===== config.mk =====
export PLATFORM = sky130hd
export DESIGN_NAME = rgbcf_lane
export DESIGN_NICKNAME = d
export VERILOG_FILES = /design/src/rtl/rgbcf_pkg.sv /design/src/rtl/rgbcf_lane.sv
export SDC_FILE = /design/constraint.sdc
export NUM_CORES = 2
export LEC_CHECK = 0
export BUFFER_PORTS_ARGS = -buffer_cell sky130_fd_sc_hd__buf_2
export CAP_MARGIN = 0
export CORE_MARGIN = 2
export CORE_UTILIZATION = 25
export CTS_BUF_LIST = sky130_fd_sc_hd__clkbuf_4 sky130_fd_sc_hd__clkbuf_8
export CTS_CLUSTER_SIZE = 25
export DETAILED_ROUTE_END_ITERATION = 16
export GPL_TIMING_DRIVEN = 1
export HOLD_SLACK_MARGIN = 0.03
export PLACE_DENSITY = 0.39
export SETUP_SLACK_MARGIN = 0.4
export SLEW_MARGIN = 20
export SYNTH_ARGS = -nofsm -noshare
export SYNTH_HDL_FRONTEND = slang
export SYNTH_SLANG_ARGS = --single-unit

===== constraint.sdc =====
create_clock -name clock -period 6.6 [get_ports clock]
set_clock_uncertainty 0.1 [all_clocks]
set_input_delay 1.32 -clock clock [delete_from_list [all_inputs] [get_ports clock]]
set_output_delay 1.32 -clock clock [all_outputs]
set_load 0.005 [all_outputs]

===== src/rtl/rgbcf_pkg.sv =====
`timescale 1ns / 1ps
`default_nettype none
package rgbcf_pkg;
   localparam int MAX_WIDTH_DEF = 2048;
   localparam int CHAN_W = 8;
   localparam int PIX_W = 24;
   localparam int COEF_W = 12;
   localparam int NUM_TAPS = 9;
   localparam int NUM_CHAN = 3;
   localparam int ROW_W = 12;
   localparam int COL_W = 11;
   localparam int SIZE_W = 12;
   localparam int PROD_W = 21;
   localparam int SUM_W = 25;
   localparam int CSR_IDX_W = 2;
   localparam int CSR_DATA_W = 60;
   localparam int KLO_W = 60;
   localparam int KHI_W = 48;
   localparam logic [CSR_IDX_W-1:0] CSR_WIDTH = 2'd0;
   localparam logic [CSR_IDX_W-1:0] CSR_HEIGHT = 2'd1;
   localparam logic [CSR_IDX_W-1:0] CSR_KLO = 2'd2;
   localparam logic [CSR_IDX_W-1:0] CSR_KHI = 2'd3;
   localparam logic [SIZE_W-1:0] WIDTH_RST = 12'd640;
   localparam logic [SIZE_W-1:0] HEIGHT_RST = 12'd480;
   localparam logic [KLO_W-1:0] KLO_RST = 60'h01A01A01A01A01A;
   localparam logic [KHI_W-1:0] KHI_RST = 48'h01A01A01A01A;
   localparam int OUT_DATA_W = 48;

   typedef logic signed [COEF_W-1:0] coef_type [NUM_TAPS];
   typedef logic [CHAN_W-1:0] taps_type [NUM_TAPS];
endpackage
`default_nettype wire


===== src/rtl/rgbcf_lane.sv =====
`timescale 1ns / 1ps
`default_nettype none
module rgbcf_lane (
   input  wire logic                   clock,
   input  wire logic                   adv,
   input  wire rgbcf_pkg::taps_type    taps,
   input  wire rgbcf_pkg::coef_type    coefs,
   output logic [rgbcf_pkg::SUM_W-1:0] sum
);
   import rgbcf_pkg::*;
   logic signed [PROD_W-1:0] prod_ff [NUM_TAPS];
   logic signed [SUM_W-1:0]  acc;
   always_ff @(posedge clock) begin
      if (adv) begin
         for (int k = 0; k < NUM_TAPS; k++)
            prod_ff[k] <= PROD_W'(coefs[k] * $signed({1'b0, taps[k]}));
      end
   end
   always_comb begin
      acc = '0;
      for (int k = 0; k < NUM_TAPS; k++)
         acc = acc + SUM_W'(prod_ff[k]);
   end
   assign sum = acc;
endmodule
`default_nettype wire


After elaboration in Yosys (flattened, before gate mapping). Memories as Yosys holds them, arrays and structs flattened. Index checks and enable logic that the tools add are counted.

Memory bits (writable): 189. Word-level logic and storage cells: 20. Bits in registers: 0. Output and inout port bits: 25. Input bits: 182. Memories: 1.

Memory list: prod_ff (depth 9, width 21, rd ports 9, clocked after memory_dff 0, write ports 9, RTL line rgbcf_lane.sv:11) `logic signed [PROD_W-1:0] prod_ff [NUM_TAPS];`.

$add $sub $neg: 8. $mul: 9. Muxes and demuxes: 2.

Operators with widths (count): 12-bit by 9-bit multiplier with 21-bit output (9); 25-bit by 21-bit adder with 25-bit output (4); 24-bit by 21-bit adder with 25-bit output (1); 23-bit by 21-bit adder with 24-bit output (1); 22-bit by 21-bit adder with 23-bit output (1); 21-bit by 21-bit adder with 22-bit output (1); 1-bit two-way mux (2).

Logic depth before layout (Yosys ltp).
Depth in word-level cells: 8. Mapped depth: 19. Depth with buffers taken out: 18.

Worst setup path after synthesis. OpenSTA, ideal clock, no wires.

Path type: register to output. Start point: memory prod_ff[5][2] (netlist: prod_ff[2][23]). End point: output sum[24] in the netlist's numbering. Stages on the path, launching flop included: 16. Buffers on the path: 0. Setup slack: 0.586 ns. Data arrival time: 4.594 ns. Required time: 5.180 ns. Cells stage by stage: edfxtp_1 fa_1 fa_1 fa_1 inv_1 fa_1 inv_1 ha_1 fa_1 a211oi_1 o21bai_2 o21ai_1 o211ai_1 a31oi_1 a21oi_1 a2111oi_1.

RTL lines: from (decl) (RTL line rgbcf_lane.sv:11); to (decl) (RTL line rgbcf_lane.sv:8) `output logic [rgbcf_pkg::SUM_W-1:0] sum`.

==> flow_metrics.py <==
metrics = {
    "outcome": {
        "status": "complete, but fails checks",
        "violations": "negative setup slack",
    },
    "cts": {
        "cts_made_buffers": 17,
        "clock_path_buffers": 2,
        "h-tree-depth": 4,
        "clk_pin_slew_ns": 0.10,
        "tritoncts": "done",
        "cts_sinks": 189,
        "cts_root_buffer": "clkbuf_8",
    },
    "floorplan": {
        "core_um2": 172000,
        "die_h_um": 419,
        "io_pins": 207,
        "row_count": 152,
        "dieArea_um2": 176000,
        "die_w_um": 419,
        "start_util_pct": 25.1,
    },
    "place": {
        "place_hpwl_mm": 103,
        "port_buffers": 206,
        "post-place-ws_ns": 0.155,
        "gp_congestion": 0.817,
    },
    "synth": {
        "yosys_warnings": 0,
        "synth-xor-area-share_pct": 3.45,
        "syn_inst": 4580,
        "synthSimpleGateAreaFrac_pct": 13.3,
        "synth_nets": 6017,
        "synthArstFlopShare_pct": 0,
        "synthFlopType": "edfxtp_1",
        "synth_mux_area_share_pct": 0.0232,
        "syn_avg_cell_area_um2": 9.41,
        "synth_top_area_cell": "fa_1",
        "syn_area_um2": 43100,
        "synth-seq-area-share_pct": 13.2,
        "synth_top_family_by_area": "adder cells",
        "ys_types": 64,
        "synth_compound_area_share_pct": 6.26,
        "ys_seq_elements": 189,
        "synth_edf_count": 189,
        "netlist.area_leader.share_pct": 39.6,
        "ys_top_cells_by_area": "fa_1, edfxtp_1, inv_1",
        "synthAdderAreaFrac_pct": 51.3,
    },
    "run": {
        "cap_violations": 0,
    },
    "critical_path": {
        "arrival_ns": 5.32,
        "startpoint_type": "register",
        "cp.required_ns": 5.18,
        "path_max_fanout": 2,
        "crit_path_end_kind": "output port",
        "worstSetupPathType": "register to output port",
    },
    "final_layout": {
        "fillers": 18600,
        "regMostFlops": "prod_ff",
        "layout.nets": 6197,
        "fin_util_pct": 27.8,
        "drive_above_1_share_pct": 6.87,
        "syn2layout_area_growth_pct": 10.8,
        "largest_reg_flops": 189,
        "reg_top3": "prod_ff: 189 flops",
    },
    "sta": {
        "final_max_slew_viol_count": 0,
        "max_slew_margin_pct": 31.4,
        "finalWorstSetupSlack_ns": -0.143,
        "rsz0062_at_grt": "true",
        "holdWs_ns": 1.16,
        "max_freq_mhz": 148,
        "fin_crit_ns": 6.74,
        "finalSetupTns_ns": -0.668,
        "setup_viol": 7,
        "hold_viol_final": 0,
        "tightest_slew_ns": 1.03,
        "min_period_over_period_pct": 102,
    },
    "min_path": {
        "hold_path_class": "input port to register",
        "hold-path-cell-count": 2,
    },
    "route": {
        "vias": 29100,
        "wl_per_cell_um": 16.6,
        "totalWireLength_mm": 118,
        "antenna_left": 0,
        "drc": 0,
        "firstDrtPassIters": 4,
        "viasPerCell": 4.10,
        "drtIter0Drc": 1141,
    },
    "grt": {
        "grt_max_degree": 117,
        "antenna_found_initial": 38,
        "grt_pass1_wl_mm": 191,
        "grt_use_total_pct": 14.2,
        "overflow": 0,
        "grt_pass1_vias": 32200,
    },
}
## metrics by stage
stage,cell area (um2),instances
4_1_cts,47500,7076
3_5_place_dp,46900,7040
3_3_place_gp,46900,7040
2_1_floorplan,43100,4580
6_report,47800,7094
5_1_grt,47700,7087
## synth_stat cells (11+ instances only)
library cell	instances
inv_1	1363
fa_1	852
and2_1	484
nand2_1	433
ha_1	403
edfxtp_1	189
xnor2_1	135
a21oi_1	123
nor2_1	83
clkbuf_1	76
o21ai_0	52
a21o_1	48
o21a_1	41
xor2_1	35
nor2b_1	26
nand3_1	21
o21bai_1	19
a211oi_1	16
nor3_1	16
and3_1	12
o21ai_1	11
## critical path, cell delays in order, from the launching register on
cell       delay [ns]
edfxtp_1         0.35
inv_2            0.04
fa_1             0.57
inv_1            0.07
fa_2             0.45
fa_1             0.52
inv_1            0.05
fa_1             0.50
inv_2            0.05
ha_4             0.15
fa_2             0.35
a211oi_2         0.22
o21bai_2         0.12
o21ai_1          0.14
buf_4            0.18
o211ai_1         0.14
a31oi_2          0.27
a21oi_2          0.10
a2111oi_4        0.33
buf_2            0.16
## path summary, 6_finish.rpt
path	endpoint	startpoint
max	sum[24]	prod_ff[4][2]
min	prod_ff[2][21]	coefs[36]
## routing by layer
layer | track usage [%] | routed length (um)
met4 | 3.35 | 2860
met1 | 18.1 | 52000
met3 | 1.72 | 3120
met5 | 0 | 186
met2 | 25.3 | 59800
## cell usage in the layout, fill, tap and decap left out, types with 5 or more instances in the layout
cell type,synthesis,routed
ha_1,403,396
or2_2,6,6
a311oi_1,5,5
o211ai_1,10,10
nor2_1,83,80
a211oi_1,16,13
clkbuf_8,0,18
o21a_1,41,40
or3_1,8,8
diode_2,0,11
o21bai_1,19,19
o31a_1,8,8
inv_6,0,6
nand3_1,21,20
xor2_1,35,35
nor4_1,5,5
a21oi_1,123,118
fa_1,852,847
buf_6,0,10
a211o_1,9,9
edfxtp_1,189,189
nand2_1,433,431
xnor2_1,135,130
nor3_1,16,16
and2_1,484,484
fa_2,0,5
and3_1,12,12
buf_2,0,202
a211oi_2,2,5
o21ai_1,11,12
ha_4,0,6
o21ai_0,52,50
nor2b_1,26,26
buf_4,0,23
a21o_1,48,48
inv_1,1363,1361
nand4_1,8,8
nand2b_1,10,10
## logic make-up after synthesis
| kind of cell | Yosys count |
|---|---|
| xor+xnor | 170 |
| mux | 1 |
| fa+ha+maj | 1255 |
| buf+inv | 1439 |
| compound gates | 399 |
| simple gates | 1127 |
| flops | 189 |
## timing repair
item / in CTS / in global routing
pin swaps: 35 / 26
setup buffers: 4 / 7
hold buffers: 0 / 0
gates resized for setup: 35 / 28
setup endpoints to repair: 20 / 19
gates cloned: 0 / 0
## area by class of cell
cell class	count	area [um2]	share of cell area, %
Tap cell	2310	2890	6.05
Timing Repair Buffer	237	1330	2.78
Inverter	1363	5120	10.7
Antenna cell	11	27.5	0.0576
Clock inverter	15	158	0.330
Clock buffer	17	234	0.490
Sequential cell	189	5680	11.9
Multi-Input combinational cell	2952	32300	67.7
Power is not shown: default switching activity piles up to over one toggle a cycle in this logic, so the estimate is an artifact.
