===== config.mk =====
export PLATFORM = sky130hd
export DESIGN_NAME = rgbcf_merge
export DESIGN_NICKNAME = d
export VERILOG_FILES = /design/src/rtl/rgbcf_pkg.sv /design/src/rtl/rgbcf_merge.sv
export SDC_FILE = /design/constraint.sdc
export NUM_CORES = 1
export LEC_CHECK = 0
export ABC_AREA = 0
export BUFFER_PORTS_ARGS = -buffer_cell sky130_fd_sc_hd__buf_2
export CAP_MARGIN = 15
export CELL_PAD_IN_SITES_DETAIL_PLACEMENT = 1
export CELL_PAD_IN_SITES_GLOBAL_PLACEMENT = 1
export CORE_MARGIN = 2
export CORE_UTILIZATION = 11
export DETAILED_ROUTE_END_ITERATION = 7
export GPL_TIMING_DRIVEN = 0
export MAX_ROUTING_LAYER = met4
export PLACE_DENSITY = 0.81
export SETUP_SLACK_MARGIN = 0.4
export SLEW_MARGIN = 20
export SYNTH_ARGS = -nofsm -noshare
export SYNTH_HDL_FRONTEND = slang
export SYNTH_SLANG_ARGS = --single-unit

===== constraint.sdc =====
create_clock -name vclk -period 1.2
set_input_delay 0.24 -clock vclk [all_inputs]
set_output_delay 0.24 -clock vclk [all_outputs]
set_load 0.01 [all_outputs]

===== src/rtl/rgbcf_pkg.sv =====
`timescale 1ns / 1ps
`default_nettype none
package rgbcf_pkg;
   localparam int MAX_WIDTH_DEF = 2048;
   localparam int CHAN_W = 8;
   localparam int PIX_W = 24;
   localparam int COEF_W = 12;
   localparam int NUM_TAPS = 9;
   localparam int NUM_CHAN = 3;
   localparam int ROW_W = 12;
   localparam int COL_W = 11;
   localparam int SIZE_W = 12;
   localparam int PROD_W = 21;
   localparam int SUM_W = 25;
   localparam int CSR_IDX_W = 2;
   localparam int CSR_DATA_W = 60;
   localparam int KLO_W = 60;
   localparam int KHI_W = 48;
   localparam logic [CSR_IDX_W-1:0] CSR_WIDTH = 2'd0;
   localparam logic [CSR_IDX_W-1:0] CSR_HEIGHT = 2'd1;
   localparam logic [CSR_IDX_W-1:0] CSR_KLO = 2'd2;
   localparam logic [CSR_IDX_W-1:0] CSR_KHI = 2'd3;
   localparam logic [SIZE_W-1:0] WIDTH_RST = 12'd640;
   localparam logic [SIZE_W-1:0] HEIGHT_RST = 12'd480;
   localparam logic [KLO_W-1:0] KLO_RST = 60'h01A01A01A01A01A;
   localparam logic [KHI_W-1:0] KHI_RST = 48'h01A01A01A01A;
   localparam int OUT_DATA_W = 48;

   typedef logic signed [COEF_W-1:0] coef_type [NUM_TAPS];
   typedef logic [CHAN_W-1:0] taps_type [NUM_TAPS];
endpackage
`default_nettype wire


===== src/rtl/rgbcf_merge.sv =====
`timescale 1ns / 1ps
`default_nettype none
module rgbcf_merge (
   input  wire logic [rgbcf_pkg::SUM_W-1:0]  sum_b,
   input  wire logic [rgbcf_pkg::SUM_W-1:0]  sum_g,
   input  wire logic [rgbcf_pkg::SUM_W-1:0]  sum_r,
   output logic [rgbcf_pkg::PIX_W-1:0]       pix
);
   import rgbcf_pkg::*;
   function automatic logic [CHAN_W-1:0] clamp(input logic [SUM_W-1:0] s);
      logic signed [SUM_W-9:0] q;
      q = $signed(s[SUM_W-1:8]);
      if (q < 0) return '0;
      else if (q > 255) return 8'hFF;
      else return q[CHAN_W-1:0];
   endfunction
   assign pix = {clamp(sum_r), clamp(sum_g), clamp(sum_b)};
endmodule
`default_nettype wire


Yosys cells after proc, flatten, opt, wreduce, memory -nomap -nowiden
Cells that the tools add are included.

storage, ports and cells
  word-level logic and storage cells = 12
  input bits = 75
  output and inout port bits = 24
  flip-flop bits (word level) = 0

operators by class
  multiplexer cells = 6
  $lt $le $gt $ge = 6

operators by type and width
  cell                 number
  $gt 17x9->1 const B  3
  $lt 17x1->1 const B  3
  $mux 8               6

Longest topological paths before layout
Gate-level depths: netlist (run 1).

  depth in word-level cells = 3
  mapped depth = 2
  mapped depth without buffers = 2

Worst setup path before layout (run 1)
OpenSTA, ideal clock, no wires.

  path type = input -> output
  from = input port sum_b[17] (netlist name)
  to = output port pix[0] (netlist name)
  path slack = 0.126 ns
  buffers on the path = 0
  required time = 0.960 ns
  cell stages on the path = 2
  arrival = 0.834 ns
  cells stage by stage = nor4_4 -> a31oi_1

on the way
  cells in the longest elaborated chain, start to end = 3
  elaborated cells on any way between the ends = 4
  classes of those cells = 2 x order compare; 2 x mux

RTL lines
  item             line               source
  start, declared  rgbcf_merge.sv:4   input wire logic [rgbcf_pkg::SUM_W-1:0] sum_b,
  $gt 17x9->1      rgbcf_merge.sv:14  else if (q > 255) return 8'hFF;
  $mux 8           rgbcf_merge.sv:14
  $mux 8 (*)       rgbcf_merge.sv:13  if (q < 0) return '0;
  end, declared    rgbcf_merge.sv:7   output logic [rgbcf_pkg::PIX_W-1:0] pix

Every way passes the cells marked *; elsewhere a longest branch is shown, timed or not.

Final worst setup path (run 1)
  from = input port sum_b[22] (netlist name)
  to = output port pix[6] (netlist name)

Same word-level chain as after synthesis.

==> out/qor.csv, run 1 <==
metric;value;unit
drt-met1-wl;773;um
crit_buf_inv;3;
dpl.hpwl;1.73;mm
power.density;296;nW/um^2
worstSetupEndpointType;primary output;
highest-signal-layer;met3;
cp_data_required_time;0.96;ns
nFlopsAndLatches;0;
yosysWarnings;0;
cp-start-kind;input port;
timing.max_cap.violations;0;
synth_cells;57;
ys_seq_area_frac;0;
grt_max_degree;9;
register_area;0;um^2
die_h;62.7;um
ctsHoldBuffers;0;
setup_viol;24;
drive_gt1_frac;0.637;
grtUsageTotal;0.109;
die-area;3930;um^2
fin_crit_sh;1.06;
io_buffers;72;
gp_congestion;0.801;
synth.distinct_cells;4;
grt-ovfl-total;0;
crit_chain;buf_6 -> nor4_4 -> buf_6 -> a31oi_1 -> buf_2;
worst_ep_arrival_time;1.04;ns
dr_wl_met2;1.40;mm
path_max_fanout;8;
io_pins;99;
finalSetupTns;-1.60;ns
leakage;0.525;nW
grt_pass1_wl;3.46;mm
maxSlewViolCount;0;
place_ws;-0.234;ns
path_common_cell;buf_6;
core;3310;um^2
antenna_found_initial;0;
ys_top_cells_by_area;a31oi_1 40%, nor4_4 34%, inv_1 24%;
avgSynthCellArea;6.65;um^2
rows;21;
clockBufferCount;0;
cpLargestDelayFamily;buffers and inverters;
start_util;0.115;
max_freq;783;MHz
hold-worst-slack;0.819;ns
detail_route.wl_per_cell;12.5;um
drc;0;
diodes;0;
synth_area_leader_cell;a31oi_1;
fin_crit;1.28;ns
syn_area;379;um^2
peakVddDrop;0.0603;mV
drt_first_pass_iters;4;
route.vias.total;731;
syn_nets;132;
synth_top_area_frac;0.396;
cpMaxStageDelayCell;nor4_4;
grt_setup_unrepaired;yes;
worst_slew_pin_slew;0.427;ns
fillers;442;
grt_pass1_vias;711;
layout_setup_ws;-0.0771;ns
multiInputGateArea;299;um^2
syn_to_final_growth;150;%
slew_headroom;0.715;
viasPerCell;4.04;
final_hold_viol_count;0;
hold_class;in -> out;
min_from;sum_r[15];
violations;negative setup slack;
run_status;finished, violations left;
cp_slowest_stage_delay;0.28;ns
die_w;62.7;um
critPathKind;in -> out;
drtIter0Drc;50;
drtAntennaViolNets;0;
nNetsFinal;212;
crit_path_start;sum_b[22];
postRouteWirelength;2.26;mm
met3_length;79;um
-- placed cells by master (no fill, tap or decap), drive strengths merged --
| master | n |
|---|---|
| a31oi | 24 |
| inv | 24 |
| nor4 | 6 |
| buf | 81 |
-- stage by stage --
step	power (W)	area, um^2	instances	util
after floorplan	0.0000899	379	57	-
after global placement	0.000233	797	175	0.241
after detailed placement	0.000240	797	175	0.241
after CTS	0.000270	908	181	0.274
after global routing	0.000306	950	181	0.287
final	0.000281	950	181	0.287
-- repair_timing --
item | in CTS | in global routing
setup endpoints to repair | 24 | 24
hold endpoints to repair | 0 | 0
resized for setup | 11 | 7
setup buffers | 6 | 0
pin swaps | 30 | 7
-- worst min-delay path, delay by kind of cell --
family	cells	cell delay, ns
buffers and inverters	3	0.27
AO/OA/AOI/OAI	1	0.07
-- cell usage after synthesis --
master,count
buf_1,3
a31oi_1,24
inv_1,24
nor4_4,6
-- logic make-up (layout without fill, tap and decap cells) --
kind of cell,Yosys count,count (layout),share of synthesized area
AOI/OAI and AO/OA,24,24,0.396
and+or+nand+nor,6,6,0.337
buffers and inverters,27,105,0.267
-- per-layer routing --
layer | vias to the layer above | GRT usage
met1 | 354 | 0.115
li1 | 360 | -
met4 | 0 | 0
met5 | - | -
met3 | 0 | 0.0108
met2 | 17 | 0.226
-- path summary, 6_finish.rpt --
check	endpoint	slack, ns	depth (start not counted)
worst max-delay path	pix[6]	-0.08	5
worst min-delay path	pix[23]	0.82	4
-- cell type report --
type	count	share of cell area
Buffer	3	0.0119
Inverter	24	0.0949
Multi-Input combinational cell	30	0.315
Tap cell	46	0.0606
Timing Repair Buffer	78	0.518
-- report_power, final --
group,total [W],switching (W),leakage [nW],internal [W]
Sequential,0,0,0,0
Combinational,0.000281,0.000134,0.525,0.000147
Clock,0,0,0,0
Note: power is estimated with default switching activity, not from simulation.
==> run 2: changes to the inputs <==
--- a/config.mk
+++ b/config.mk
@@ -11,11 +11,11 @@
 export CELL_PAD_IN_SITES_DETAIL_PLACEMENT = 1
 export CELL_PAD_IN_SITES_GLOBAL_PLACEMENT = 1
 export CORE_MARGIN = 2
-export CORE_UTILIZATION = 11
+export CORE_UTILIZATION = 10
 export DETAILED_ROUTE_END_ITERATION = 7
 export GPL_TIMING_DRIVEN = 0
 export MAX_ROUTING_LAYER = met4
-export PLACE_DENSITY = 0.81
+export PLACE_DENSITY = 0.89
 export SETUP_SLACK_MARGIN = 0.4
 export SLEW_MARGIN = 20
 export SYNTH_ARGS = -nofsm -noshare
==> constraint.sdc (replaced) <==
create_clock -name vclk -period 1.1
set_input_delay 0.22 -clock vclk [all_inputs]
set_output_delay 0.22 -clock vclk [all_outputs]
set_load 0.01 [all_outputs]
==> run 2 against run 1 <==
Net effect:
- the flow still finishes with violations (negative setup slack)
- worst setup slack worse by 0.060 ns
- largest power group unchanged
- critical endpoint is now pix[9]
- critical path depth unchanged
- die area increased by 9.3%
==> out/qor.csv, run 2 (same netlist as run 1, synthesis figures left out) <==
metric;value;unit
drive_gt1_frac;0.640;
drtIter0Drc;2;
grt_max_degree;9;
nNetsFinal;213;
finalSetupTns;-2.74;ns
power.density;318;nW/um^2
path_max_fanout;5;
cpMaxStageDelayCell;nor4_4;
crit_chain;buf_6 -> nor4_4 -> buf_4 -> a31oi_1 -> buf_2;
holdPathEnd;pix[1];
gp_congestion;0.728;
critPathKind;in -> out;
nFlopsAndLatches;0;
grt.met3_usage;0.00514;
die-area;4300;um^2
grt-busiest-layer;met2;
slew_headroom;0.684;
grt_pass1_vias;640;
io_pins;99;
final_common_cell;buf_2;
cp_slowest_stage_delay;0.29;ns
worstSetupEndpointType;primary output;
ctsHoldBuffers;0;
max_freq;808;MHz
drt_first_pass_iters;4;
register_area;0;um^2
final_hold_viol_count;0;
grt_use_met2;0.193;
whs_path_depth;4;
worst_ep_arrival_time;1.02;ns
io_buffers;72;
detail_route.wl_per_cell;10.5;um
min_from;sum_b[9];
timing.max_cap.violations;0;
fin_crit;1.24;ns
postRouteWirelength;1.92;mm
rows;22;
core;3660;um^2
setup_viol;24;
grt-ovfl-total;0;
die_w;65.6;um
diodes;0;
hold-worst-slack;0.779;ns
cp-start-kind;input port;
grt_pass1_wl;2.91;mm
route.vias.total;751;
use_met1;0.0820;
viasPerCell;4.08;
violations;negative setup slack;
hold_class;in -> out;
dpl.hpwl;1.62;mm
worst_slew_pin_slew;0.475;ns
drc;0;
die_h;65.6;um
fin_crit_sh;1.12;
leakage;0.529;nW
multiInputGateArea;308;um^2
grtUsageTotal;0.0858;
syn_to_final_growth;153;%
maxSlewViolCount;0;
layout_setup_ws;-0.137;ns
drtAntennaViolNets;0;
grt_setup_unrepaired;yes;
start_util;0.104;
cp_data_required_time;0.88;ns
clockBufferCount;0;
layout_common_cells;61 x buf_2, 24 x inv_1, 22 x a31oi_1;
fillers;479;
peakVddDrop;0.130;mV
run_status;finished, violations left;
antenna_found_initial;0;
## run 2: metal layers
layer	part of all wire	wire length, um	vias up
met2	0.58	1120	44
met4	0	0	0
met1	0.33	634	345
li1	-	-	362
met5	0	0	-
met3	0.088	170	0
## run 2: power by group
part | internal, W | switching (W) | total [W]
Combinational | 0.000160 | 0.000145 | 0.000305
Sequential | 0 | 0 | 0
Clock | 0 | 0 | 0
## run 2: worst max-delay path: cells and delay by family
kind	cells	cell delay, ns
and+or+nand+nor	1	0.29
AOI/OAI and AO/OA	1	0.09
buffers and inverters	3	0.42
## run 2: metrics by stage
step | area, um^2 | worst slack [ns] | power [W] | instances | util
after floorplan | 379 | 0.0656 | 0.0000981 | 57 | -
after global placement | 800 | -0.232 | 0.000251 | 177 | 0.218
after detailed placement | 800 | -0.256 | 0.000263 | 177 | 0.218
after CTS | 915 | -0.115 | 0.000296 | 184 | 0.250
after global routing | 958 | -0.194 | 0.000333 | 184 | 0.262
final | 958 | -0.137 | 0.000305 | 184 | 0.262
## run 2: final cells by class
cell class / instances / area share
Buffer: 3 / 0.0117
Timing Repair Buffer: 79 / 0.510
Tap cell: 48 / 0.0627
Multi-Input combinational cell: 30 / 0.321
Inverter: 24 / 0.0940
## run 2: worst max path at each step
stage,start,to,cells past startpoint
5_1_grt,sum_g[17],pix[12],5
3_3_place_gp,sum_b[21],pix[6],4
3_5_place_dp,sum_r[20],pix[21],4
6_report,sum_g[17],pix[9],5
2_1_floorplan,sum_b[17],pix[0],2
4_1_cts,sum_r[16],pix[21],5
## run 2: timing repair
action	4_1_cts	5_1_grt
pin swaps	30	4
setup endpoints to repair	24	24
buffers inserted	7	0
resized for setup	10	6
==> run 3: changes to the inputs <==
--- a/config.mk
+++ b/config.mk
@@ -16,6 +16,7 @@
 export GPL_TIMING_DRIVEN = 0
 export MAX_ROUTING_LAYER = met4
 export PLACE_DENSITY = 0.89
+export REMOVE_ABC_BUFFERS = 1
 export SETUP_SLACK_MARGIN = 0.4
 export SLEW_MARGIN = 20
 export SYNTH_ARGS = -nofsm -noshare
==> run 3 against run 2 <==
Net effect:
- the flow still finishes with violations (negative setup slack)
- sequential share of layout area stayed put
- worst setup slack worse by 0.0011 ns
- die area unchanged
- global-route usage up 0.26 points
- final area grew 6.3%
- cell count grew 1.1%
- total power grew 6.8%
- maximum frequency about the same
- first-iteration DRC count increased by 50%
- critical path depth did not move
- critical path type unchanged
==> out/qor.csv, run 3 (same netlist as run 1, synthesis figures left out) <==
metric;value;unit
run_status;finished, violations left;
violations;negative setup slack;
grt_pass1_wl;3.08;mm
cp_data_required_time;0.88;ns
slew_headroom;0.844;
grt_setup_unrepaired;yes;
fin_crit_sh;1.13;
p_int;0.000174;W
cp-start-kind;input port;
holdPathEnd;pix[12];
cpLargestDelayFamily;buffers and inverters;
fin_crit;1.24;ns
gp_congestion;0.658;
crit_chain;buf_6 -> nor4_4 -> buf_4 -> a31oi_1 -> buf_2;
timing.max_cap.violations;0;
worst_slew_pin_slew;0.232;ns
place_inst;177;
antenna_found_initial;0;
drc;0;
drt_first_pass_iters;3;
worstSetupEndpointType;primary output;
final_common_cell;buf_2;
nFlopsAndLatches;0;
viasPerCell;4.12;
detail_route.wl_per_cell;10.9;um
hold-worst-slack;0.777;ns
layout_common_cells;61 x buf_2, 24 x inv_1, 21 x a31oi_1;
ctsHoldBuffers;0;
hold_class;in -> out;
grt-ovfl-total;0;
power.density;320;nW/um^2
switchingPower;0.000152;W
maxSlewViolCount;0;
max_freq;807;MHz
leakage;0.557;nW
drtAntennaViolNets;0;
dpl.hpwl;1.55;mm
setup_viol;24;
grt_pass1_vias;729;
whs_path_depth;4;
swShare;0.467;
die_w;65.6;um
drtIter0Drc;3;
layout_setup_ws;-0.138;ns
fillers;461;
io_pins;99;
die_h;65.6;um
peakVddDrop;0.108;mV
path_max_fanout;6;
power_frac_seq;0;
total_power;0.000326;W
drive_gt1_frac;0.674;
core;3660;um^2
start_util;0.104;
finalSetupTns;-2.71;ns
p_clk_frac;0;
grtUsageTotal;0.0883;
min_from;sum_g[12];
worst_ep_arrival_time;1.02;ns
rows;22;
postRouteWirelength;2.03;mm
die-area;4300;um^2
syn_to_final_growth;169;%
io_buffers;75;
crit_buf_inv;3;
diodes;0;
cp_slowest_stage_delay;0.28;ns
grt_max_degree;9;
clockBufferCount;0;
register_area;0;um^2
nNetsFinal;215;
cpMaxStageDelayCell;nor4_4;
route.vias.total;767;
final_hold_viol_count;0;
critPathKind;in -> out;
finalNonFillerCells;186;
comb_power_share;1.000;
-- run 3: cell types whose count changed in the layout (fill, tap and decap cells not counted) --
cell and change:
a31oi_1 -1, a31oi_4 +1, buf_1 -3, buf_6 +5
-- run 3: timing repair --
item / in CTS / in global routing
pin swaps: 29 / 12
buffers inserted: 9 / 0
gates resized for setup: 14 / 9
gates cloned: 0 / 0
setup endpoints to repair: 24 / 24
-- run 3: how the worst max path moves through the flow --
| stage | startpoint | to | slack [ns] | cells after the start |
|---|---|---|---|---|
| after floorplan | sum_b[17] | pix[0] | 0.07 | 2 |
| after global placement | sum_g[19] | pix[12] | -0.25 | 4 |
| after detailed placement | sum_b[21] | pix[7] | -0.28 | 4 |
| after CTS | sum_b[16] | pix[0] | -0.11 | 5 |
| after global routing | sum_g[22] | pix[12] | -0.21 | 5 |
| final | sum_r[18] | pix[17] | -0.14 | 5 |
-- run 3: final cells by class --
type               instances  area, um^2  area share
repair buffers            84         546       0.536
multi-input cells         30         323       0.317
inverters                 24        90.1      0.0885
well taps                 48        60.1      0.0590
-- run 3: layer usage --
metal / GRT usage / vias to the layer above / wire length [um]
met5: - / - / 0
met1: 0.0994 / 329 / 813
met3: 0.0154 / 4 / 267
met4: 0.0208 / 0 / 29
li1: - / 367 / -
met2: 0.162 / 67 / 918
-- run 3: per-stage QoR --
stage	instance area, um^2	setup slack [ns]	util
floorplan	368	0.0656	-
global placement	803	-0.246	0.219
detailed placement	803	-0.275	0.219
CTS	958	-0.108	0.262
global route	1020	-0.207	0.278
finish	1020	-0.138	0.278
-- run 3: power groups by stage --
stage          clock network (W)  registers, W  logic (W)
2_1_floorplan                  0             0  0.0000882
3_3_place_gp                   0             0   0.000255
3_5_place_dp                   0             0   0.000263
4_1_cts                        0             0   0.000306
5_1_grt                        0             0   0.000354
6_report                       0             0   0.000326
